$ cat src/rtl/acs_pkg.sv
package acs_pkg;

    localparam int CP_W          = 21;
    localparam int IDX_W         = 6;
    localparam int TABLE_ENTRIES = 51;   // must stay below NO_INDEX

    localparam logic [IDX_W-1:0] NO_INDEX = {IDX_W{1'b1}};

    localparam logic [CP_W-1:0] BASE_CODE = 21'h000622;
    localparam logic [CP_W-1:0] VOWEL_LO  = 21'h00064B;
    localparam logic [CP_W-1:0] VOWEL_HI  = 21'h000652;

    localparam logic [7:0] LAM_OFFSET = 8'd34;

    localparam logic [CP_W-1:0] CP_ALEF_MADDA       = 21'h000622;
    localparam logic [CP_W-1:0] CP_ALEF_HAMZA_ABOVE = 21'h000623;
    localparam logic [CP_W-1:0] CP_ALEF_HAMZA_BELOW = 21'h000625;
    localparam logic [CP_W-1:0] CP_ALEF             = 21'h000627;

    localparam logic [15:0] LIG_LA_MADDA       = 16'hFEF5;
    localparam logic [15:0] LIG_LA_HAMZA_ABOVE = 16'hFEF7;
    localparam logic [15:0] LIG_LA_HAMZA_BELOW = 16'hFEF9;
    localparam logic [15:0] LIG_LA_PLAIN       = 16'hFEFB;

    // Classified-request queue between front and back
    localparam int QUEUE_DEPTH = 2;      // power of two
    localparam int QPTR_W      = $clog2(QUEUE_DEPTH);
    localparam int QCNT_W      = $clog2(QUEUE_DEPTH + 1);

    // Back-end shaping window: letter, vowel, next letter
    localparam int BUF_DEPTH = 3;
    localparam int BUF_IDX_W = 2;

    typedef struct packed {
        logic [7:0]        base;       // offset of the base letter from BASE_CODE
        logic [15:0]       form_end;   // final form
        logic signed [7:0] beg;        // initial form, relative to final
        logic signed [7:0] mid;        // medial form, relative to final
        logic signed [7:0] iso;        // isolated form, relative to final
        logic              jprev;      // joins to the previous letter
        logic              jnext;      // joins to the next letter
    } acs_rom_t;

    typedef struct packed {
        logic [CP_W-1:0]  cp;
        logic [IDX_W-1:0] idx;
        logic             vowel;
        logic             last;
    } acs_item_t;

    typedef struct packed {
        logic [BUF_IDX_W-1:0] count;
        logic                 fin_pending;
        logic                 prev_none;
    } acs_back_stat_t;

    function automatic acs_rom_t mk_entry(
        input logic [7:0]        base,
        input logic [15:0]       fend,
        input logic signed [7:0] beg,
        input logic signed [7:0] mid,
        input logic signed [7:0] iso,
        input logic              jprev,
        input logic              jnext
    );
        acs_rom_t e;
        e.base     = base;
        e.form_end = fend;
        e.beg      = beg;
        e.mid      = mid;
        e.iso      = iso;
        e.jprev    = jprev;
        e.jnext    = jnext;
        return e;
    endfunction

    function automatic acs_rom_t rom_entry(input logic [IDX_W-1:0] i);
        acs_rom_t e;
        case (i)
            6'd0:    e = mk_entry(8'd1,   16'hFE84, -8'sd1, 8'sd0, -8'sd1, 1'b1, 1'b0);
            6'd1:    e = mk_entry(8'd2,   16'hFE86, -8'sd1, 8'sd0, -8'sd1, 1'b1, 1'b0);
            6'd2:    e = mk_entry(8'd3,   16'hFE88, -8'sd1, 8'sd0, -8'sd1, 1'b1, 1'b0);
            6'd3:    e = mk_entry(8'd4,   16'hFE8A, 8'sd1,  8'sd2, -8'sd1, 1'b1, 1'b0);
            6'd4:    e = mk_entry(8'd5,   16'hFE8E, -8'sd1, 8'sd0, -8'sd1, 1'b1, 1'b0);
            6'd5:    e = mk_entry(8'd6,   16'hFE90, 8'sd1,  8'sd2, -8'sd1, 1'b1, 1'b1);
            6'd6:    e = mk_entry(8'd92,  16'hFB57, 8'sd1,  8'sd2, -8'sd1, 1'b1, 1'b1);
            6'd7:    e = mk_entry(8'd8,   16'hFE96, 8'sd1,  8'sd2, -8'sd1, 1'b1, 1'b1);
            6'd8:    e = mk_entry(8'd9,   16'hFE9A, 8'sd1,  8'sd2, -8'sd1, 1'b1, 1'b1);
            6'd9:    e = mk_entry(8'd10,  16'hFE9E, 8'sd1,  8'sd2, -8'sd1, 1'b1, 1'b1);
            6'd10:   e = mk_entry(8'd100, 16'hFB7B, 8'sd1,  8'sd2, -8'sd1, 1'b1, 1'b1);
            6'd11:   e = mk_entry(8'd11,  16'hFEA2, 8'sd1,  8'sd2, -8'sd1, 1'b1, 1'b1);
            6'd12:   e = mk_entry(8'd12,  16'hFEA6, 8'sd1,  8'sd2, -8'sd1, 1'b1, 1'b1);
            6'd13:   e = mk_entry(8'd13,  16'hFEAA, -8'sd1, 8'sd0, -8'sd1, 1'b1, 1'b0);
            6'd14:   e = mk_entry(8'd14,  16'hFEAC, -8'sd1, 8'sd0, -8'sd1, 1'b1, 1'b0);
            6'd15:   e = mk_entry(8'd15,  16'hFEAE, -8'sd1, 8'sd0, -8'sd1, 1'b1, 1'b0);
            6'd16:   e = mk_entry(8'd16,  16'hFEB0, -8'sd1, 8'sd0, -8'sd1, 1'b1, 1'b0);
            6'd17:   e = mk_entry(8'd118, 16'hFB8B, -8'sd1, 8'sd0, -8'sd1, 1'b1, 1'b0);
            6'd18:   e = mk_entry(8'd17,  16'hFEB2, 8'sd1,  8'sd2, -8'sd1, 1'b1, 1'b1);
            6'd19:   e = mk_entry(8'd18,  16'hFEB6, 8'sd1,  8'sd2, -8'sd1, 1'b1, 1'b1);
            6'd20:   e = mk_entry(8'd19,  16'hFEBA, 8'sd1,  8'sd2, -8'sd1, 1'b1, 1'b1);
            6'd21:   e = mk_entry(8'd20,  16'hFEBE, 8'sd1,  8'sd2, -8'sd1, 1'b1, 1'b1);
            6'd22:   e = mk_entry(8'd21,  16'hFEC2, 8'sd1,  8'sd2, -8'sd1, 1'b1, 1'b1);
            6'd23:   e = mk_entry(8'd22,  16'hFEC6, 8'sd1,  8'sd2, -8'sd1, 1'b1, 1'b1);
            6'd24:   e = mk_entry(8'd23,  16'hFECA, 8'sd1,  8'sd2, -8'sd1, 1'b1, 1'b1);
            6'd25:   e = mk_entry(8'd24,  16'hFECE, 8'sd1,  8'sd2, -8'sd1, 1'b1, 1'b1);
            6'd26:   e = mk_entry(8'd30,  16'h0640, 8'sd0,  8'sd0, 8'sd0,  1'b1, 1'b1);
            6'd27:   e = mk_entry(8'd31,  16'hFED2, 8'sd1,  8'sd2, -8'sd1, 1'b1, 1'b1);
            6'd28:   e = mk_entry(8'd32,  16'hFED6, 8'sd1,  8'sd2, -8'sd1, 1'b1, 1'b1);
            6'd29:   e = mk_entry(8'd135, 16'hFB8F, 8'sd1,  8'sd2, -8'sd1, 1'b1, 1'b1);
            6'd30:   e = mk_entry(8'd33,  16'hFEDA, 8'sd1,  8'sd2, -8'sd1, 1'b1, 1'b1);
            6'd31:   e = mk_entry(8'd141, 16'hFB93, 8'sd1,  8'sd2, -8'sd1, 1'b1, 1'b1);
            6'd32:   e = mk_entry(8'd34,  16'hFEDE, 8'sd1,  8'sd2, -8'sd1, 1'b1, 1'b1);
            6'd33:   e = mk_entry(8'd35,  16'hFEE2, 8'sd1,  8'sd2, -8'sd1, 1'b1, 1'b1);
            6'd34:   e = mk_entry(8'd36,  16'hFEE6, 8'sd1,  8'sd2, -8'sd1, 1'b1, 1'b1);
            6'd35:   e = mk_entry(8'd38,  16'hFEEE, -8'sd1, 8'sd0, -8'sd1, 1'b1, 1'b0);
            6'd36:   e = mk_entry(8'd37,  16'hFEEA, 8'sd1,  8'sd2, -8'sd1, 1'b1, 1'b1);
            6'd37:   e = mk_entry(8'd39,  16'hFEF0, 8'sd0,  8'sd0, -8'sd1, 1'b1, 1'b0);
            6'd38:   e = mk_entry(8'd40,  16'hFEF2, 8'sd1,  8'sd2, -8'sd1, 1'b1, 1'b1);
            6'd39:   e = mk_entry(8'd170, 16'hFBFD, 8'sd1,  8'sd2, -8'sd1, 1'b1, 1'b1);
            6'd40:   e = mk_entry(8'd7,   16'hFE94, 8'sd1,  8'sd2, -8'sd1, 1'b1, 1'b0);
            6'd41:   e = mk_entry(8'd206, 16'h06F0, 8'sd1,  8'sd2, -8'sd1, 1'b0, 1'b0);
            6'd42:   e = mk_entry(8'd207, 16'h06F1, 8'sd0,  8'sd0, 8'sd0,  1'b0, 1'b0);
            6'd43:   e = mk_entry(8'd208, 16'h06F2, 8'sd0,  8'sd0, 8'sd0,  1'b0, 1'b0);
            6'd44:   e = mk_entry(8'd209, 16'h06F3, 8'sd0,  8'sd0, 8'sd0,  1'b0, 1'b0);
            6'd45:   e = mk_entry(8'd210, 16'h06F4, 8'sd0,  8'sd0, 8'sd0,  1'b0, 1'b0);
            6'd46:   e = mk_entry(8'd211, 16'h06F5, 8'sd0,  8'sd0, 8'sd0,  1'b0, 1'b0);
            6'd47:   e = mk_entry(8'd212, 16'h06F6, 8'sd0,  8'sd0, 8'sd0,  1'b0, 1'b0);
            6'd48:   e = mk_entry(8'd213, 16'h06F7, 8'sd0,  8'sd0, 8'sd0,  1'b0, 1'b0);
            6'd49:   e = mk_entry(8'd214, 16'h06F8, 8'sd0,  8'sd0, 8'sd0,  1'b0, 1'b0);
            6'd50:   e = mk_entry(8'd215, 16'h06F9, 8'sd0,  8'sd0, 8'sd0,  1'b0, 1'b0);
            default: e = mk_entry(8'd0,   16'h0000, 8'sd0,  8'sd0, 8'sd0,  1'b0, 1'b0);
        endcase
        return e;
    endfunction

    function automatic logic [CP_W-1:0] form_code(
        input acs_rom_t          e,
        input logic signed [7:0] off
    );
        return CP_W'(e.form_end) + CP_W'(off);
    endfunction

    function automatic logic [CP_W-1:0] base_code(input acs_rom_t e);
        return CP_W'(e.base) + BASE_CODE;
    endfunction

    function automatic logic rom_match(input acs_rom_t e, input logic [CP_W-1:0] cp);
        return (e.form_end != 16'h0000) &&
               ((cp == base_code(e)) || (cp == CP_W'(e.form_end)) ||
                (cp == form_code(e, e.beg)) || (cp == form_code(e, e.mid)) ||
                (cp == form_code(e, e.iso)));
    endfunction

    function automatic logic is_vowel(input logic [CP_W-1:0] cp);
        return (cp >= VOWEL_LO) && (cp <= VOWEL_HI);
    endfunction

    // Lam-alef ligature code, zero when the pair does not form one
    function automatic logic [15:0] ligature_code(
        input acs_rom_t cur,
        input logic     cur_ok,
        input acs_rom_t nxt,
        input logic     nxt_ok
    );
        logic [CP_W-1:0] code;
        logic [15:0]     lig;
        code = base_code(nxt);
        lig  = 16'h0000;
        if (cur_ok && nxt_ok && (cur.base == LAM_OFFSET))
        begin
            priority if (code == CP_ALEF_MADDA)
                lig = LIG_LA_MADDA;
            else if (code == CP_ALEF_HAMZA_ABOVE)
                lig = LIG_LA_HAMZA_ABOVE;
            else if (code == CP_ALEF_HAMZA_BELOW)
                lig = LIG_LA_HAMZA_BELOW;
            else if (code == CP_ALEF)
                lig = LIG_LA_PLAIN;
            else
                lig = 16'h0000;
        end
        return lig;
    endfunction

endpackage

$ cat src/rtl/acs_queue.sv
module acs_queue import acs_pkg::*; (
    input  logic      clk,
    input  logic      rst_n,
    input  logic      push,
    input  acs_item_t wr_item,
    input  logic      pop,
    output logic      head_valid,
    output acs_item_t head_item,
    output logic      full
);

    acs_item_t           entry_reg [QUEUE_DEPTH];
    logic [QPTR_W-1:0]   wr_ptr_reg, wr_ptr_next;
    logic [QPTR_W-1:0]   rd_ptr_reg, rd_ptr_next;
    logic [QCNT_W-1:0]   count_reg, count_next;

    function automatic logic [QPTR_W-1:0] ptr_inc(input logic [QPTR_W-1:0] p);
        return (p == QPTR_W'(QUEUE_DEPTH - 1)) ? '0 : p + 1'b1;
    endfunction

    always_comb
    begin
        wr_ptr_next = push ? ptr_inc(wr_ptr_reg) : wr_ptr_reg;
        rd_ptr_next = pop ? ptr_inc(rd_ptr_reg) : rd_ptr_reg;
        count_next  = count_reg + QCNT_W'(push) - QCNT_W'(pop);
    end

    always_ff @(posedge clk or negedge rst_n)
    begin
        if (!rst_n)
        begin
            wr_ptr_reg <= '0;
            rd_ptr_reg <= '0;
            count_reg  <= '0;
        end
        else
        begin
            wr_ptr_reg <= wr_ptr_next;
            rd_ptr_reg <= rd_ptr_next;
            count_reg  <= count_next;
        end
    end

    always_ff @(posedge clk)
    begin
        if (push)
        begin
            entry_reg[wr_ptr_reg] <= wr_item;
        end
    end

    assign head_valid = (count_reg != '0);
    assign head_item  = entry_reg[rd_ptr_reg];
    assign full       = (count_reg == QCNT_W'(QUEUE_DEPTH));

endmodule

$ cat config.mk
export PLATFORM = sky130hd
export DESIGN_NAME = acs_queue
export DESIGN_NICKNAME = d
export VERILOG_FILES = /design/src/rtl/acs_pkg.sv /design/src/rtl/acs_queue.sv
export SDC_FILE = /design/constraint.sdc
export NUM_CORES = 1
export LEC_CHECK = 0
export ABC_AREA = 1
export BUFFER_PORTS_ARGS = -buffer_cell sky130_fd_sc_hd__buf_2
export CAP_MARGIN = 20
export CORE_ASPECT_RATIO = 0.75
export CORE_MARGIN = 3
export CORE_UTILIZATION = 30
export DETAILED_ROUTE_END_ITERATION = 8
export PLACE_DENSITY = 0.48
export SLEW_MARGIN = 25
export SYNTH_ARGS = -nofsm -noshare
export SYNTH_HDL_FRONTEND = slang
export SYNTH_SLANG_ARGS = --single-unit
$ cat constraint.sdc
create_clock -name clk -period 2.83 [get_ports clk]
set_clock_uncertainty 0.1 [all_clocks]
set_input_delay 0 -clock clk [delete_from_list [all_inputs] [get_ports clk]]
set_output_delay 0 -clock clk [all_outputs]
set_load 0.01 [all_outputs]
== Yosys cells after proc, flatten, opt, wreduce, memory -nomap -nowiden ==
Memory sizes are Yosys's and may differ from the RTL's.
Index checks and enable logic that the tools add are counted.
Word-level totals
  bits in registers: 4
  memory bits (writable): 58
  bits of input ports: 33
  word-level logic and storage cells: 14
  memories kept: 1
Memory list
  entry_reg: depth 2, width 29, rd ports 1, clocked after memory_dff 0, write ports 1, line acs_queue.sv:12  | acs_item_t entry_reg [QUEUE_DEPTH];
Operators by class
  $add $sub $neg: 4
  equality and inequality tests: 1
  multiplexer cells: 4
  reduce and logical (&&, ||, !) cells: 1
Operators with widths (number)
  $mux 1: 4
  $add 1x1->1 const B: 2
  $add 2x1->2: 1
  $eq 2x2->1 const B: 1
  $reduce_bool 2->1: 1
  $sub 2x1->2: 1

== Longest topological paths before layout ==
  word-level depth: 2
  depth in mapped cells: 7
  depth with buffers taken out: 7

== Worst setup path after synthesis ==
No wires, ideal clock.
  path kind: register to register
  start point: reg wr_ptr_reg
  end point: mem entry_reg[0][0] (netlist name) (enable)
  library setup time: 0.415 ns
  arrival time: 1.640 ns
  required time: 2.315 ns
  slack: 0.674 ns
  stages on the path, launching flop included: 2
  path buffers: 0
  period minus slack after synthesis: 2.156 ns
  cell sequence: dfrtp_1 > nor2_1
RTL lines
  start: declaration: line acs_queue.sv:13  | logic [QPTR_W-1:0] wr_ptr_reg, wr_ptr_next;
  start signal: assignment: line acs_queue.sv:38  | wr_ptr_reg <= wr_ptr_next;
  end: declaration: line acs_queue.sv:12
Straight into the memory's write port.

==> impl_metrics.tcl <==
set metrics [dict create \
    drv_slew 0 \
    worst_setup_path_end_kind "output port" \
    track_usage_pct 11.0 \
    cts_setup_buffers 0 \
    gp_congestion 0.728 \
    htree_num_levels 3 \
    core-area_um2 7470 \
    ioPinCount 64 \
    relSlewSlack_pct 41.3 \
    drc 0 \
    tightest_slew_ps 880 \
    dpl.hpwl_mm 2.98 \
    synth_fp_nets 211 \
    yosysSeqAreaShare_pct 78.3 \
    hold_class "primary input to flop" \
    fin_hold_ws_ps 299 \
    grt_pass1_vias 1409 \
    power_density_nw_per_um2 850 \
    power_uw 2770 \
    routed_wl_mm 4.55 \
    start_util_pct 31.5 \
    rsz0062_at_grt "no" \
    seq_area_um2 1840 \
    synth-simple-area-share_pct 6.28 \
    outcome "finished, final reports clean" \
    root_buffer "clkbuf_8" \
    async_flop_share_pct 6.45 \
    wl_per_cell_um 11.9 \
    area_growth_pct 38.6 \
    cts_tree "done" \
    via_per_inst 3.90 \
    antenna_found_initial 0 \
    required_ps 2730 \
    whs_endpoint "entry_reg[0][13]$_DFFE_PP_" \
    fillers 723 \
    synthesis.instances 176 \
    drt_first_pass_iters 4 \
    worstPathArrival_ps 1730 \
    largest_register_ffs 58 \
    clk_transition_reported_paths_ps 60 \
    floorplan.rows 27 \
    yosys-mux-area-fraction_pct 0 \
    synth_top_family_by_area "buffers and inverters" \
    crit_path_max_fanout 59 \
    antenna_left 0 \
    finalSetupTns_ps 0 \
    avgSynthCellArea_um2 13.4 \
    yosysMostFrequentCell "edfxtp_1" \
    fin_cells 384 \
    hold_depth 2 \
    setup_viol 0 \
    fp.dieH_um 82.7 \
    irDropWorstVdd_mv 0.391 \
    ys_warn_count 0 \
    vias 1497 \
    synthFlopType "edfxtp_1" \
    synth-xor-area-share_pct 0.745 \
    clock_path_buffers 2 \
    cp-start-kind "flop" \
    synthTopCellsByCount "58 x edfxtp_1, 36 x inv_1, 36 x nand2_1" \
    grt_pass1_wl_mm 7.11 \
    synth_enable_flop_cells 58 \
    leakage_uw 0.00141 \
    r2r_slack_ps 1180 \
    regToRegEndpoint "entry_reg[1][12]$_DFFE_PP_" \
    synth_area_um2 2350 \
    dieArea_um2 8950 \
    multi_input_area_um2 343 \
    ys_seq_elements 62 \
    dp_cells 335 \
    synthTopCellsByArea "edfxtp_1 74%, inv_1 5.7%, nand2_1 5.7%, dfrtp_1 4.3%, o21ai_0 4.0%" \
    synth_compound_area_share_pct 6.17 \
    numCtsBuffers 9 \
    synth_largest_area_cell "edfxtp_1" \
    grt_overflow_total 0 \
    worstSkewPairLatency_ps 320 \
    critical_path_class "flop to output port" \
    cap_violations 0 \
    rr_startpoint "wr_ptr_reg$_DFFE_PN0P_" \
    drt-initial-drc-count 47 \
    final-hold-violation-count 0 \
    place.port_buffers 63 \
    die_w_um 108 \
    reg2regPathDepth 3 \
    period_share_pct 64.7 \
    ctsResizeCount 0 \
    yosys.area_share.adder_pct 1.06 \
    layout-drive-gt1-share_pct 27.9 \
    synth_cell_types 13 \
    final_util_pct 43.6 \
    clock.fmax_ghz 0.546 \
    hp-start "wr_item[13]" \
    grt_max_degree 60 \
    clock_sinks 62 \
    synth_top_area_share_pct 74.1 \
    post-route-min-period_ps 1830 \
    num_antenna_cells 0 \
    nNetsFinal 313 \
]
## cell usage in the layout, fill, tap and decap left out
master,Yosys,final
clkbuf_1,0,2
nand3_1,1,1
clkinvlp_4,0,1
buf_4,1,1
xor2_1,2,2
buf_2,4,63
edfxtp_1,58,58
inv_1,36,36
nor2_4,0,1
dlygate4sd3_1,0,33
nand2_1,36,36
dfrtp_1,4,3
clkbuf_8,0,9
ha_1,2,2
nor2_1,2,1
clkinv_1,0,1
o21ai_1,10,10
clkinv_2,0,3
o21ai_0,19,19
dfrtp_2,0,1
## critical path: stages (launching register included)
cell and delay, ps:
dfrtp_2 930, o21ai_0 250, buf_2 190
## final cells by class
| class | count | area share (%) |
|---|---|---|
| Clock buffer | 11 | 4.03 |
| Timing Repair Buffer | 97 | 20.0 |
| Inverter | 36 | 4.15 |
| Multi-Input combinational cell | 72 | 10.5 |
| Clock inverter | 5 | 0.806 |
| Tap cell | 101 | 3.88 |
| Sequential cell | 62 | 56.6 |
## per-layer routing
layer / track usage, % / part of all wire [%] / vias to the layer above
li1: - / - / 787
met1: 14.5 / 50 / 662
met2: 15.6 / 43 / 46
met3: 5.52 / 6.9 / 2
met4: 4.16 / 0.42 / 0
met5: 0 / 0 / -
## where the power goes
group	switching, uW	total, uW	internal, uW
registers	158	1380	1220
clock network	319	630	310
logic	444	758	314
## kinds of logic after synthesis
kind of cell             Yosys count
XOR/XNOR                           2
flip-flops                        62
adder cells (fa/ha/maj)            2
buffers and inverters             42
AND/OR/NAND/NOR                   39
AO/OA/AOI/OAI                     29
## per-stage QoR
stage / setup WS (ps) / instance area (um^2)
finish: 999 / 3260
global route: 788 / 3260
CTS: 938 / 3260
detailed placement: 1150 / 2770
global placement: 1170 / 2770
floorplan: 674 / 2350
## how the worst max path moves through the flow
stage          depth (start not counted)                    endpoint  slack [ps]              startpoint
2_1_floorplan                          1   entry_reg[0][0]$_DFFE_PP_         670  wr_ptr_reg$_DFFE_PN0P_
3_3_place_gp                           3  entry_reg[1][26]$_DFFE_PP_        1170  wr_ptr_reg$_DFFE_PN0P_
3_5_place_dp                           3  entry_reg[1][26]$_DFFE_PP_        1150  wr_ptr_reg$_DFFE_PN0P_
4_1_cts                                2               head_item[25]         940  rd_ptr_reg$_DFFE_PN0P_
5_1_grt                                3                head_item[5]         790  rd_ptr_reg$_DFFE_PN0P_
6_report                               2               head_item[27]        1000  rd_ptr_reg$_DFFE_PN0P_
## what timing repair did
| item | CTS | global route |
|---|---|---|
| setup endpoints to repair | 0 | 0 |
| hold endpoints to repair | 65 | 0 |
| hold buffers | 33 | 0 |
Power figures use the tool's default switching activity.
