## src/rtl/acs_pkg.sv

```systemverilog
package acs_pkg;

    localparam int CP_W          = 21;
    localparam int IDX_W         = 6;
    localparam int TABLE_ENTRIES = 51;   // must stay below NO_INDEX

    localparam logic [IDX_W-1:0] NO_INDEX = {IDX_W{1'b1}};

    localparam logic [CP_W-1:0] BASE_CODE = 21'h000622;
    localparam logic [CP_W-1:0] VOWEL_LO  = 21'h00064B;
    localparam logic [CP_W-1:0] VOWEL_HI  = 21'h000652;

    localparam logic [7:0] LAM_OFFSET = 8'd34;

    localparam logic [CP_W-1:0] CP_ALEF_MADDA       = 21'h000622;
    localparam logic [CP_W-1:0] CP_ALEF_HAMZA_ABOVE = 21'h000623;
    localparam logic [CP_W-1:0] CP_ALEF_HAMZA_BELOW = 21'h000625;
    localparam logic [CP_W-1:0] CP_ALEF             = 21'h000627;

    localparam logic [15:0] LIG_LA_MADDA       = 16'hFEF5;
    localparam logic [15:0] LIG_LA_HAMZA_ABOVE = 16'hFEF7;
    localparam logic [15:0] LIG_LA_HAMZA_BELOW = 16'hFEF9;
    localparam logic [15:0] LIG_LA_PLAIN       = 16'hFEFB;

    // Classified-request queue between front and back
    localparam int QUEUE_DEPTH = 2;      // power of two
    localparam int QPTR_W      = $clog2(QUEUE_DEPTH);
    localparam int QCNT_W      = $clog2(QUEUE_DEPTH + 1);

    // Back-end shaping window: letter, vowel, next letter
    localparam int BUF_DEPTH = 3;
    localparam int BUF_IDX_W = 2;

    typedef struct packed {
        logic [7:0]        base;       // offset of the base letter from BASE_CODE
        logic [15:0]       form_end;   // final form
        logic signed [7:0] beg;        // initial form, relative to final
        logic signed [7:0] mid;        // medial form, relative to final
        logic signed [7:0] iso;        // isolated form, relative to final
        logic              jprev;      // joins to the previous letter
        logic              jnext;      // joins to the next letter
    } acs_rom_t;

    typedef struct packed {
        logic [CP_W-1:0]  cp;
        logic [IDX_W-1:0] idx;
        logic             vowel;
        logic             last;
    } acs_item_t;

    typedef struct packed {
        logic [BUF_IDX_W-1:0] count;
        logic                 fin_pending;
        logic                 prev_none;
    } acs_back_stat_t;

    function automatic acs_rom_t mk_entry(
        input logic [7:0]        base,
        input logic [15:0]       fend,
        input logic signed [7:0] beg,
        input logic signed [7:0] mid,
        input logic signed [7:0] iso,
        input logic              jprev,
        input logic              jnext
    );
        acs_rom_t e;
        e.base     = base;
        e.form_end = fend;
        e.beg      = beg;
        e.mid      = mid;
        e.iso      = iso;
        e.jprev    = jprev;
        e.jnext    = jnext;
        return e;
    endfunction

    function automatic acs_rom_t rom_entry(input logic [IDX_W-1:0] i);
        acs_rom_t e;
        case (i)
            6'd0:    e = mk_entry(8'd1,   16'hFE84, -8'sd1, 8'sd0, -8'sd1, 1'b1, 1'b0);
            6'd1:    e = mk_entry(8'd2,   16'hFE86, -8'sd1, 8'sd0, -8'sd1, 1'b1, 1'b0);
            6'd2:    e = mk_entry(8'd3,   16'hFE88, -8'sd1, 8'sd0, -8'sd1, 1'b1, 1'b0);
            6'd3:    e = mk_entry(8'd4,   16'hFE8A, 8'sd1,  8'sd2, -8'sd1, 1'b1, 1'b0);
            6'd4:    e = mk_entry(8'd5,   16'hFE8E, -8'sd1, 8'sd0, -8'sd1, 1'b1, 1'b0);
            6'd5:    e = mk_entry(8'd6,   16'hFE90, 8'sd1,  8'sd2, -8'sd1, 1'b1, 1'b1);
            6'd6:    e = mk_entry(8'd92,  16'hFB57, 8'sd1,  8'sd2, -8'sd1, 1'b1, 1'b1);
            6'd7:    e = mk_entry(8'd8,   16'hFE96, 8'sd1,  8'sd2, -8'sd1, 1'b1, 1'b1);
            6'd8:    e = mk_entry(8'd9,   16'hFE9A, 8'sd1,  8'sd2, -8'sd1, 1'b1, 1'b1);
            6'd9:    e = mk_entry(8'd10,  16'hFE9E, 8'sd1,  8'sd2, -8'sd1, 1'b1, 1'b1);
            6'd10:   e = mk_entry(8'd100, 16'hFB7B, 8'sd1,  8'sd2, -8'sd1, 1'b1, 1'b1);
            6'd11:   e = mk_entry(8'd11,  16'hFEA2, 8'sd1,  8'sd2, -8'sd1, 1'b1, 1'b1);
            6'd12:   e = mk_entry(8'd12,  16'hFEA6, 8'sd1,  8'sd2, -8'sd1, 1'b1, 1'b1);
            6'd13:   e = mk_entry(8'd13,  16'hFEAA, -8'sd1, 8'sd0, -8'sd1, 1'b1, 1'b0);
            6'd14:   e = mk_entry(8'd14,  16'hFEAC, -8'sd1, 8'sd0, -8'sd1, 1'b1, 1'b0);
            6'd15:   e = mk_entry(8'd15,  16'hFEAE, -8'sd1, 8'sd0, -8'sd1, 1'b1, 1'b0);
            6'd16:   e = mk_entry(8'd16,  16'hFEB0, -8'sd1, 8'sd0, -8'sd1, 1'b1, 1'b0);
            6'd17:   e = mk_entry(8'd118, 16'hFB8B, -8'sd1, 8'sd0, -8'sd1, 1'b1, 1'b0);
            6'd18:   e = mk_entry(8'd17,  16'hFEB2, 8'sd1,  8'sd2, -8'sd1, 1'b1, 1'b1);
            6'd19:   e = mk_entry(8'd18,  16'hFEB6, 8'sd1,  8'sd2, -8'sd1, 1'b1, 1'b1);
            6'd20:   e = mk_entry(8'd19,  16'hFEBA, 8'sd1,  8'sd2, -8'sd1, 1'b1, 1'b1);
            6'd21:   e = mk_entry(8'd20,  16'hFEBE, 8'sd1,  8'sd2, -8'sd1, 1'b1, 1'b1);
            6'd22:   e = mk_entry(8'd21,  16'hFEC2, 8'sd1,  8'sd2, -8'sd1, 1'b1, 1'b1);
            6'd23:   e = mk_entry(8'd22,  16'hFEC6, 8'sd1,  8'sd2, -8'sd1, 1'b1, 1'b1);
            6'd24:   e = mk_entry(8'd23,  16'hFECA, 8'sd1,  8'sd2, -8'sd1, 1'b1, 1'b1);
            6'd25:   e = mk_entry(8'd24,  16'hFECE, 8'sd1,  8'sd2, -8'sd1, 1'b1, 1'b1);
            6'd26:   e = mk_entry(8'd30,  16'h0640, 8'sd0,  8'sd0, 8'sd0,  1'b1, 1'b1);
            6'd27:   e = mk_entry(8'd31,  16'hFED2, 8'sd1,  8'sd2, -8'sd1, 1'b1, 1'b1);
            6'd28:   e = mk_entry(8'd32,  16'hFED6, 8'sd1,  8'sd2, -8'sd1, 1'b1, 1'b1);
            6'd29:   e = mk_entry(8'd135, 16'hFB8F, 8'sd1,  8'sd2, -8'sd1, 1'b1, 1'b1);
            6'd30:   e = mk_entry(8'd33,  16'hFEDA, 8'sd1,  8'sd2, -8'sd1, 1'b1, 1'b1);
            6'd31:   e = mk_entry(8'd141, 16'hFB93, 8'sd1,  8'sd2, -8'sd1, 1'b1, 1'b1);
            6'd32:   e = mk_entry(8'd34,  16'hFEDE, 8'sd1,  8'sd2, -8'sd1, 1'b1, 1'b1);
            6'd33:   e = mk_entry(8'd35,  16'hFEE2, 8'sd1,  8'sd2, -8'sd1, 1'b1, 1'b1);
            6'd34:   e = mk_entry(8'd36,  16'hFEE6, 8'sd1,  8'sd2, -8'sd1, 1'b1, 1'b1);
            6'd35:   e = mk_entry(8'd38,  16'hFEEE, -8'sd1, 8'sd0, -8'sd1, 1'b1, 1'b0);
            6'd36:   e = mk_entry(8'd37,  16'hFEEA, 8'sd1,  8'sd2, -8'sd1, 1'b1, 1'b1);
            6'd37:   e = mk_entry(8'd39,  16'hFEF0, 8'sd0,  8'sd0, -8'sd1, 1'b1, 1'b0);
            6'd38:   e = mk_entry(8'd40,  16'hFEF2, 8'sd1,  8'sd2, -8'sd1, 1'b1, 1'b1);
            6'd39:   e = mk_entry(8'd170, 16'hFBFD, 8'sd1,  8'sd2, -8'sd1, 1'b1, 1'b1);
            6'd40:   e = mk_entry(8'd7,   16'hFE94, 8'sd1,  8'sd2, -8'sd1, 1'b1, 1'b0);
            6'd41:   e = mk_entry(8'd206, 16'h06F0, 8'sd1,  8'sd2, -8'sd1, 1'b0, 1'b0);
            6'd42:   e = mk_entry(8'd207, 16'h06F1, 8'sd0,  8'sd0, 8'sd0,  1'b0, 1'b0);
            6'd43:   e = mk_entry(8'd208, 16'h06F2, 8'sd0,  8'sd0, 8'sd0,  1'b0, 1'b0);
            6'd44:   e = mk_entry(8'd209, 16'h06F3, 8'sd0,  8'sd0, 8'sd0,  1'b0, 1'b0);
            6'd45:   e = mk_entry(8'd210, 16'h06F4, 8'sd0,  8'sd0, 8'sd0,  1'b0, 1'b0);
            6'd46:   e = mk_entry(8'd211, 16'h06F5, 8'sd0,  8'sd0, 8'sd0,  1'b0, 1'b0);
            6'd47:   e = mk_entry(8'd212, 16'h06F6, 8'sd0,  8'sd0, 8'sd0,  1'b0, 1'b0);
            6'd48:   e = mk_entry(8'd213, 16'h06F7, 8'sd0,  8'sd0, 8'sd0,  1'b0, 1'b0);
            6'd49:   e = mk_entry(8'd214, 16'h06F8, 8'sd0,  8'sd0, 8'sd0,  1'b0, 1'b0);
            6'd50:   e = mk_entry(8'd215, 16'h06F9, 8'sd0,  8'sd0, 8'sd0,  1'b0, 1'b0);
            default: e = mk_entry(8'd0,   16'h0000, 8'sd0,  8'sd0, 8'sd0,  1'b0, 1'b0);
        endcase
        return e;
    endfunction

    function automatic logic [CP_W-1:0] form_code(
        input acs_rom_t          e,
        input logic signed [7:0] off
    );
        return CP_W'(e.form_end) + CP_W'(off);
    endfunction

    function automatic logic [CP_W-1:0] base_code(input acs_rom_t e);
        return CP_W'(e.base) + BASE_CODE;
    endfunction

    function automatic logic rom_match(input acs_rom_t e, input logic [CP_W-1:0] cp);
        return (e.form_end != 16'h0000) &&
               ((cp == base_code(e)) || (cp == CP_W'(e.form_end)) ||
                (cp == form_code(e, e.beg)) || (cp == form_code(e, e.mid)) ||
                (cp == form_code(e, e.iso)));
    endfunction

    function automatic logic is_vowel(input logic [CP_W-1:0] cp);
        return (cp >= VOWEL_LO) && (cp <= VOWEL_HI);
    endfunction

    // Lam-alef ligature code, zero when the pair does not form one
    function automatic logic [15:0] ligature_code(
        input acs_rom_t cur,
        input logic     cur_ok,
        input acs_rom_t nxt,
        input logic     nxt_ok
    );
        logic [CP_W-1:0] code;
        logic [15:0]     lig;
        code = base_code(nxt);
        lig  = 16'h0000;
        if (cur_ok && nxt_ok && (cur.base == LAM_OFFSET))
        begin
            priority if (code == CP_ALEF_MADDA)
                lig = LIG_LA_MADDA;
            else if (code == CP_ALEF_HAMZA_ABOVE)
                lig = LIG_LA_HAMZA_ABOVE;
            else if (code == CP_ALEF_HAMZA_BELOW)
                lig = LIG_LA_HAMZA_BELOW;
            else if (code == CP_ALEF)
                lig = LIG_LA_PLAIN;
            else
                lig = 16'h0000;
        end
        return lig;
    endfunction

endpackage

```

## src/rtl/acs_front.sv

```systemverilog
module acs_front import acs_pkg::*; (
    input  logic            in_valid,
    input  logic [CP_W-1:0] code_point,
    input  logic            is_last,
    input  logic            q_full,
    output logic            in_stall,
    output logic            push,
    output acs_item_t       item
);

    logic [TABLE_ENTRIES-1:0] hit;

    // Compare against every table entry in parallel
    always_comb
    begin
        for (int i = 0; i < TABLE_ENTRIES; i++)
        begin
            hit[i] = rom_match(rom_entry(IDX_W'(i)), code_point);
        end
    end

    // First match wins: lowest index has priority
    always_comb
    begin
        item.cp    = code_point;
        item.vowel = is_vowel(code_point);
        item.last  = is_last;
        item.idx   = NO_INDEX;
        for (int i = TABLE_ENTRIES - 1; i >= 0; i--)
        begin
            if (hit[i])
            begin
                item.idx = IDX_W'(i);
            end
        end
    end

    assign in_stall = q_full;
    assign push     = in_valid && !q_full;

endmodule

```

## config.mk

```make
export PLATFORM = sky130hd
export DESIGN_NAME = acs_front
export DESIGN_NICKNAME = d
export VERILOG_FILES = /design/src/rtl/acs_pkg.sv /design/src/rtl/acs_front.sv
export SDC_FILE = /design/constraint.sdc
export NUM_CORES = 1
export LEC_CHECK = 0
export BUFFER_PORTS_ARGS = -buffer_cell sky130_fd_sc_hd__buf_4
export CAP_MARGIN = 20
export CORE_ASPECT_RATIO = 0.5
export CORE_UTILIZATION = 45
export DETAILED_ROUTE_END_ITERATION = 10
export MAX_ROUTING_LAYER = met4
export PLACE_DENSITY_LB_ADDON = 0.08
export SYNTH_ARGS = -nofsm -noshare
export SYNTH_HDL_FRONTEND = slang
export SYNTH_SLANG_ARGS = --single-unit
```

## constraint.sdc

```tcl
create_clock -name vclk -period 6
set_input_delay 0.3 -clock vclk [all_inputs]
set_output_delay 0.3 -clock vclk [all_outputs]
set_load 0.1 [all_outputs]
```

* Word level (Yosys, flattened, before mapping)
Index checks and enable logic that the tools add are counted.
Storage, ports and cells: register bits 0, input bits 24, output and inout bits 31, logic and storage cells 407
Operators by class: magnitude comparators 2, equality and inequality tests 188, mux-type cells 51, reduce and logical (&&, ||, !) cells 166
Operators with widths (count):
- == test 21 x 16 -> 1 bit, second input constant | 136
- == test 21 x 11 -> 1 bit, second input constant | 52
- two-way mux 6 bit | 32
- logical OR 1 bit | 163
- two-way mux 5 bit | 16
- greater-or-equal comparator 21 x 11 -> 1 bit, second input constant | 1
- <= comparator 21 x 11 -> 1 bit, second input constant | 1
- two-way mux 4 bit | 3
- logical AND 1 bit | 2
- logical NOT 1 bit | 1

* Logic depth before layout (Yosys ltp)
Gate-level depths: netlist of the first run.
word-level depth 52, mapped depth 11, mapped depth without buffers 7

* Worst setup path after synthesis of the first run
No wires, ideal clock.
kind input port to output port, start in code_point[3], end out item[6] in the netlist's numbering, arrival 4.091 ns, path slack 1.609 ns, cell stages on the path 10, path buffers 3, cells stage by stage buf_2 buf_2 buf_1 xnor2_1 nor2_1 a21oi_1 o32ai_2 nor4_1 nand4b_1 a211oi_1
RTL lines:
- start, declared | line acs_front.sv:3 | input logic [CP_W-1:0] code_point,
- end, declared | line acs_front.sv:8 | output acs_item_t item

==> results.md, run 1 <==
- Part of the power in combinational logic: 1.000
- Core box area: just under 5000 um^2
- Post-CTS Setup Inserts: 0
- Final antenna-violating net count: 0
- HP Class: in -> out
- Switching Power: roughly 0.13 mW
- Crit share post-route: 0.644
- Highest metal layer used by the detailed router: met4
- Leading cell types by total area after synthesis: buf_4 9.7%, a32oi_1 5.6%, nor3_1 4.9%, nand2_1 4.7%, nor4_4 4.6%
- Synthesized area divided by synthesized cell count: 6.87 um^2
- Layout fillers: 522
- Final Critical Period: a little under 4 ns
- Post-cts gate resize count: 0
- Overall global routing resource usage: 0.370
- Worst hold stages: 0
- Startpoint type of the worst setup path: input port
- Max Freq: 259 MHz
- Sequential cell count: 0
- Routed wire length on met3: 1.87 mm
- Pre-CTS setup slack: between 2 and 2.5 ns
- Effective utilization at floorplan: 0.470
- Final total negative setup slack: 0 ns
- Power per unit of standard cell area: 67.5 nW/um^2
- Floorplan row count: 18
- Static leakage: 0.759 nW
- Required time of the critical path: 5.70 ns
- Netlist area before placement: 2330 um^2
- Reg area: 0 um^2
- Initial antenna violation count: 0
- Outcome: complete, no violations
- Maximum fanout along the worst path: 16
- Distinct cells, synth: 73
- Total iterations of the first detailed-routing run: 6
- Via/cell ratio: 7.64
- Remaining design rule violation count: 0
- Number of hold buffers added after cts: 0
- Number of cells in the finished layout apart from fillers: 408
- Syn-to-layout area delta: 5.16%
- Count of endpoints failing hold in the final timing report: 0
- Pins over their slew limit: 0
- Switching share of power: 0.775
- First DRT Iteration DRCs: 440
- Sequential share of the synthesized area: 0
- Finished Core Util: 0.494
- Endpoint type of the worst setup path: output pin
- Startpoint-to-endpoint class of the critical path: in -> out
- # Max-Cap Violations: 0
- Cell Int Power: 0.0372 mW
- Multi-input gate area in the final layout: 1940 um^2
- Global-route wire length before repair: 15.0 mm
- Detail Placement HPWL: ~7.6 mm
- Total routed wirelength: 10.1 mm
- Max-slew headroom at the worst pin: 0.183
- Maximum number of pins on one net before global-route repair: 34
- Most instantiated library cell after synthesis: buf_4
- CLK BUF: 0
- Vias after detailed routing: 3116
- Final global-route overflow total: 0
- Clock network fraction of design power: 0
- RSZ-0062 raised after global routing: false
- Die Y: roughly 53 um
- Die area: 5480 um^2
- Syn_nets: 363
- Synthesized netlist cell count: about 340
- Detail Route met2 WL: 3.78 mm
- Number of primary I/O pins: 55
- Number of port buffers: between 50 and 60
- WL/cell: 24.8 um
- Number of global-route vias before repair: 2534
- Final Setup Violations: 0
- Fraction of final layout cells with drive strength greater than 1: 0.251
- Fraction of power consumed by sequential logic: 0
- Die span in x: 104 um
- Most frequent cells after synthesis: 30 x buf_4, 29 x nand2_1, 25 x nor2_1
- Antenna Diode Count: 0
- Warning count from the yosys run: 0
- Post-layout nets: 364
- Top cell type's share of synthesized area: 0.0967
- Final estimated routing congestion in global placement: 1.12
- Final WS setup: 2.14 ns
- Cell count after placement: 408
- Library cell with the largest summed area after synthesis: buf_4
- Crit path DAT: 3.56 ns
- Slew @ Worst Pin: 1.22 ns
- Routed length on met1: 4.21 mm
- Peak VDD IR: 0.0639 mV
[metrics by stage]
step / total power, mW / instance area, um^2 / hold WS (ns)
after global routing: 0.169 / 2450 / 0.600
after CTS: 0.161 / 2450 / 0.601
after global placement: 0.160 / 2450 / 0.601
after detailed placement: 0.161 / 2450 / 0.601
after floorplan: 0.134 / 2330 / 0.812
final: 0.165 / 2450 / 0.600
[power by group through the flow]
stage          Sequential, mW  Clock, mW  Combinational [mW]
6_report                    0          0               0.165
5_1_grt                     0          0               0.169
4_1_cts                     0          0               0.161
3_5_place_dp                0          0               0.161
3_3_place_gp                0          0               0.160
2_1_floorplan               0          0               0.134
[metal layers]
metal  vias to the layer above  GRT usage
met5                         -          -
met3                        48      0.111
li1                       1332          -
met1                      1407      0.518
met2                       329      0.501
met4                         0      0.100
[final cells by class]
cell class / count / share of cell area
timing repair buffer: 53 / 0.162
inverter: 7 / 0.0107
multi-input combinational: 278 / 0.791
tap: 70 / 0.0358
[cell families after synthesis]
| family | share of synthesized area |
|---|---|
| compound gates | 0.317 |
| xor+xnor | 0.0113 |
| mux | 0.00860 |
| buf+inv | 0.168 |
| simple gates | 0.495 |
[cells in the final DEF, fill, tap and decap left out, types with 3 or more instances in the layout]
cell type / instances
buf_4: 53
nand2_1: 29
nor2_1: 25
nor3_1: 23
nand3_1: 21
a32oi_1: 15
nor4_1: 14
nand4_1: 11
a211oi_1: 9
o21ai_0: 8
nand4b_1: 8
nand2b_1: 7
a21oi_1: 7
a22oi_1: 7
o22ai_1: 6
o211ai_1: 6
nor4_4: 5
inv_1: 4
and2_1: 4
or4bb_1: 4
or4_1: 3
or4b_2: 3
or2_2: 3
nand4bb_1: 3
xnor2_1: 3
[worst paths after layout]
kind,startpoint,to
worst max-delay path,code_point[19],item[2]
worst min-delay path,is_last,item[0]
[worst max-delay path, stage by stage]
cell	delay, ns
buf_4	0.11
or4_1	0.89
nor3_4	0.78
nand2_1	0.33
o21ai_0	0.41
nor4_1	0.17
o2111a_1	0.17
o21a_1	0.17
buf_4	0.23
Power figures use the tool's default switching activity.
==> inputs of run 2 (changes only) <==
- clock period: 6 -> 3.52 ns (I/O delays scaled with it)
==> run 2 against run 1 <==
Critical path depth is 1 higher. Worst setup slack got worse by 2.1 ns. Flip-flop and latch count unchanged. Wire length up 1.3%. Worst hold slack worse by 0.25 ns. Utilization rose by 3.0 points. Highest routed layer unchanged. Combinational power rose by 75%. Non-clock buffer count is 16 higher. Largest power group unchanged.
==> results.md, run 2 (synthesis gave the netlist of run 1 again) <==
- Die Y: 52.9 um (unchanged)
- Post-CTS Setup Inserts: 0 (unchanged)
- Via/cell ratio: 7.55 (was 7.64)
- Post-cts gate resize count: 0 (unchanged)
- Crit share post-route: 0.997
- CLK BUF: 0 (unchanged)
- Reg area: 0 um^2 (unchanged)
- Worst hold stages: 0 (unchanged)
- Die area: 5480 um^2 (unchanged)
- Detail Placement HPWL: 7.88 mm (was 7.63 mm)
- Effective utilization at floorplan: 0.470 (unchanged)
- Static leakage: 0.846 nW (was 0.759 nW)
- Most common library cell in the layout ignoring fill and taps: buf_4 (unchanged)
- Final total negative setup slack: 0 ns (unchanged)
- Total routed wirelength: 10.3 mm (was 10.1 mm)
- Vias after detailed routing: 3200 (was 3116)
- Layout fillers: 485 (was 522)
- Global-route wire length before repair: 15.6 mm (was 15.0 mm)
- WL/cell: 24.2 um (was 24.8 um)
- Pins over their slew limit: 0 (unchanged)
- Startpoint type of the worst setup path: input port (unchanged)
- Sequential cell count: 0 (unchanged)
- Fraction of final layout cells with drive strength greater than 1: 0.294 (was 0.251)
- Remaining design rule violation count: 0 (unchanged)
- RSZ-0062 raised after global routing: false (unchanged)
- Hold EP: item[0] (unchanged)
- Total iterations of the first detailed-routing run: 6 (unchanged)
- Floorplan row count: 18 (unchanged)
- Outcome: complete, no violations (unchanged)
- Count of endpoints failing hold in the final timing report: 0 (unchanged)
- Maximum fanout along the worst path: 11 (was 16)
- Startpoint-to-endpoint class of the critical path: in -> out (unchanged)
- Max-slew headroom at the worst pin: 0.228 (was 0.183)
- Final Critical Period: 3.51 ns
- Crit path DAT: 3.33 ns (was 3.56 ns)
- Peak VDD IR: 0.113 mV (was 0.0639 mV)
- Final estimated routing congestion in global placement: 1.14 (was 1.12)
- HP Class: in -> out (unchanged)
- Final Setup Violations: 0 (unchanged)
- First DRT Iteration DRCs: 641 (was 440)
- Fin area: 2600 um^2 (was 2450 um^2)
- Post-layout nets: 380 (was 364)
- Syn-to-layout area delta: 11.5% (was 5.16%)
- Top library cells by usage in the layout, fill and taps aside: 69 x buf_4, 29 x nand2_1, 25 x nor2_1, 21 x nand3_1, 21 x nor3_1 (was 53 x buf_4, 29 x nand2_1, 25 x nor2_1, 23 x nor3_1, 21 x nand3_1)
- Number of port buffers: 53 (unchanged)
- Endpoint type of the worst setup path: output pin (unchanged)
- Post-placement cell area: 2600 um^2 (was 2450 um^2)
- Final global-route overflow total: 0 (unchanged)
- Hold path start: is_last (unchanged)
- Maximum number of pins on one net before global-route repair: 31 (was 34)
- Slew @ Worst Pin: 1.16 ns (was 1.22 ns)
- Number of hold buffers added after cts: 0 (unchanged)
- Die span in x: 104 um (unchanged)
- Required time of the critical path: 3.34 ns (was 5.70 ns)
- Power per unit of standard cell area: 111 nW/um^2 (was 67.5 nW/um^2)
- Number of global-route vias before repair: 2695 (was 2534)
- Max Freq: 285 MHz
- Antenna Diode Count: 0 (unchanged)
- Core box area: 4950 um^2 (unchanged)
- # Max-Cap Violations: 0 (unchanged)
- Final antenna-violating net count: 0 (unchanged)
- Overall global routing resource usage: 0.379 (was 0.370)
- Initial antenna violation count: 0 (unchanged)
- Number of primary I/O pins: 55 (unchanged)
[run 2: cell type report]
cell class	count	area, um^2	area share
multi-input combinational	278	1960	0.757
timing repair buffer	69	518	0.200
tap	70	87.6	0.0337
inverter	7	26.3	0.0101
[run 2: worst max-delay path by stage]
| stage | start | to | slack, ns | cells past startpoint |
|---|---|---|---|---|
| 2_1_floorplan | code_point[19] | item[1] | 0.14 | 6 |
| 3_3_place_gp | code_point[19] | item[3] | 0.14 | 10 |
| 3_5_place_dp | code_point[19] | item[3] | 0.25 | 10 |
| 4_1_cts | code_point[19] | item[3] | 0.24 | 10 |
| 5_1_grt | code_point[19] | item[3] | 0.06 | 10 |
| 6_report | code_point[19] | item[3] | 0.01 | 10 |
[run 2: per-stage QoR]
step           cells  setup slack [ns]   util  hold slack [ns]  power (mW)
2_1_floorplan    339             0.140      -            0.564       0.228
3_3_place_gp     424             0.139  0.524            0.354       0.280
3_5_place_dp     424             0.251  0.524            0.354       0.279
4_1_cts          424             0.237  0.524            0.354       0.279
5_1_grt          424            0.0649  0.524            0.352       0.296
6_report         424            0.0109  0.524            0.352       0.288
[run 2: power breakdown]
group / leakage [nW] / switching, mW / internal [mW] / total (mW)
Sequential: 0 / 0 / 0 / 0
Clock: 0 / 0 / 0 / 0
Combinational: 0.846 / 0.220 / 0.0680 / 0.288
Total: 0.846 / 0.220 / 0.0680 / 0.288
[run 2: metal layers]
metal  share of wire  vias to the layer above  routed length [um]  track usage
li1                -                     1364                   -            -
met1            0.38                     1394                3940        0.498
met2            0.37                      367                3770        0.532
met3            0.21                       75                2110        0.147
met4           0.043                        0                 445        0.110
met5               0                        -                   0            -
[run 2: worst max-delay path: stages]
cell       delay, ns
buf_4           0.11
or4_1           0.69
buf_4           0.26
a2111oi_2       0.73
a32oi_1         0.34
o21ai_0         0.24
nor3_1          0.14
a41oi_2         0.28
a2111oi_4       0.07
buf_4           0.29
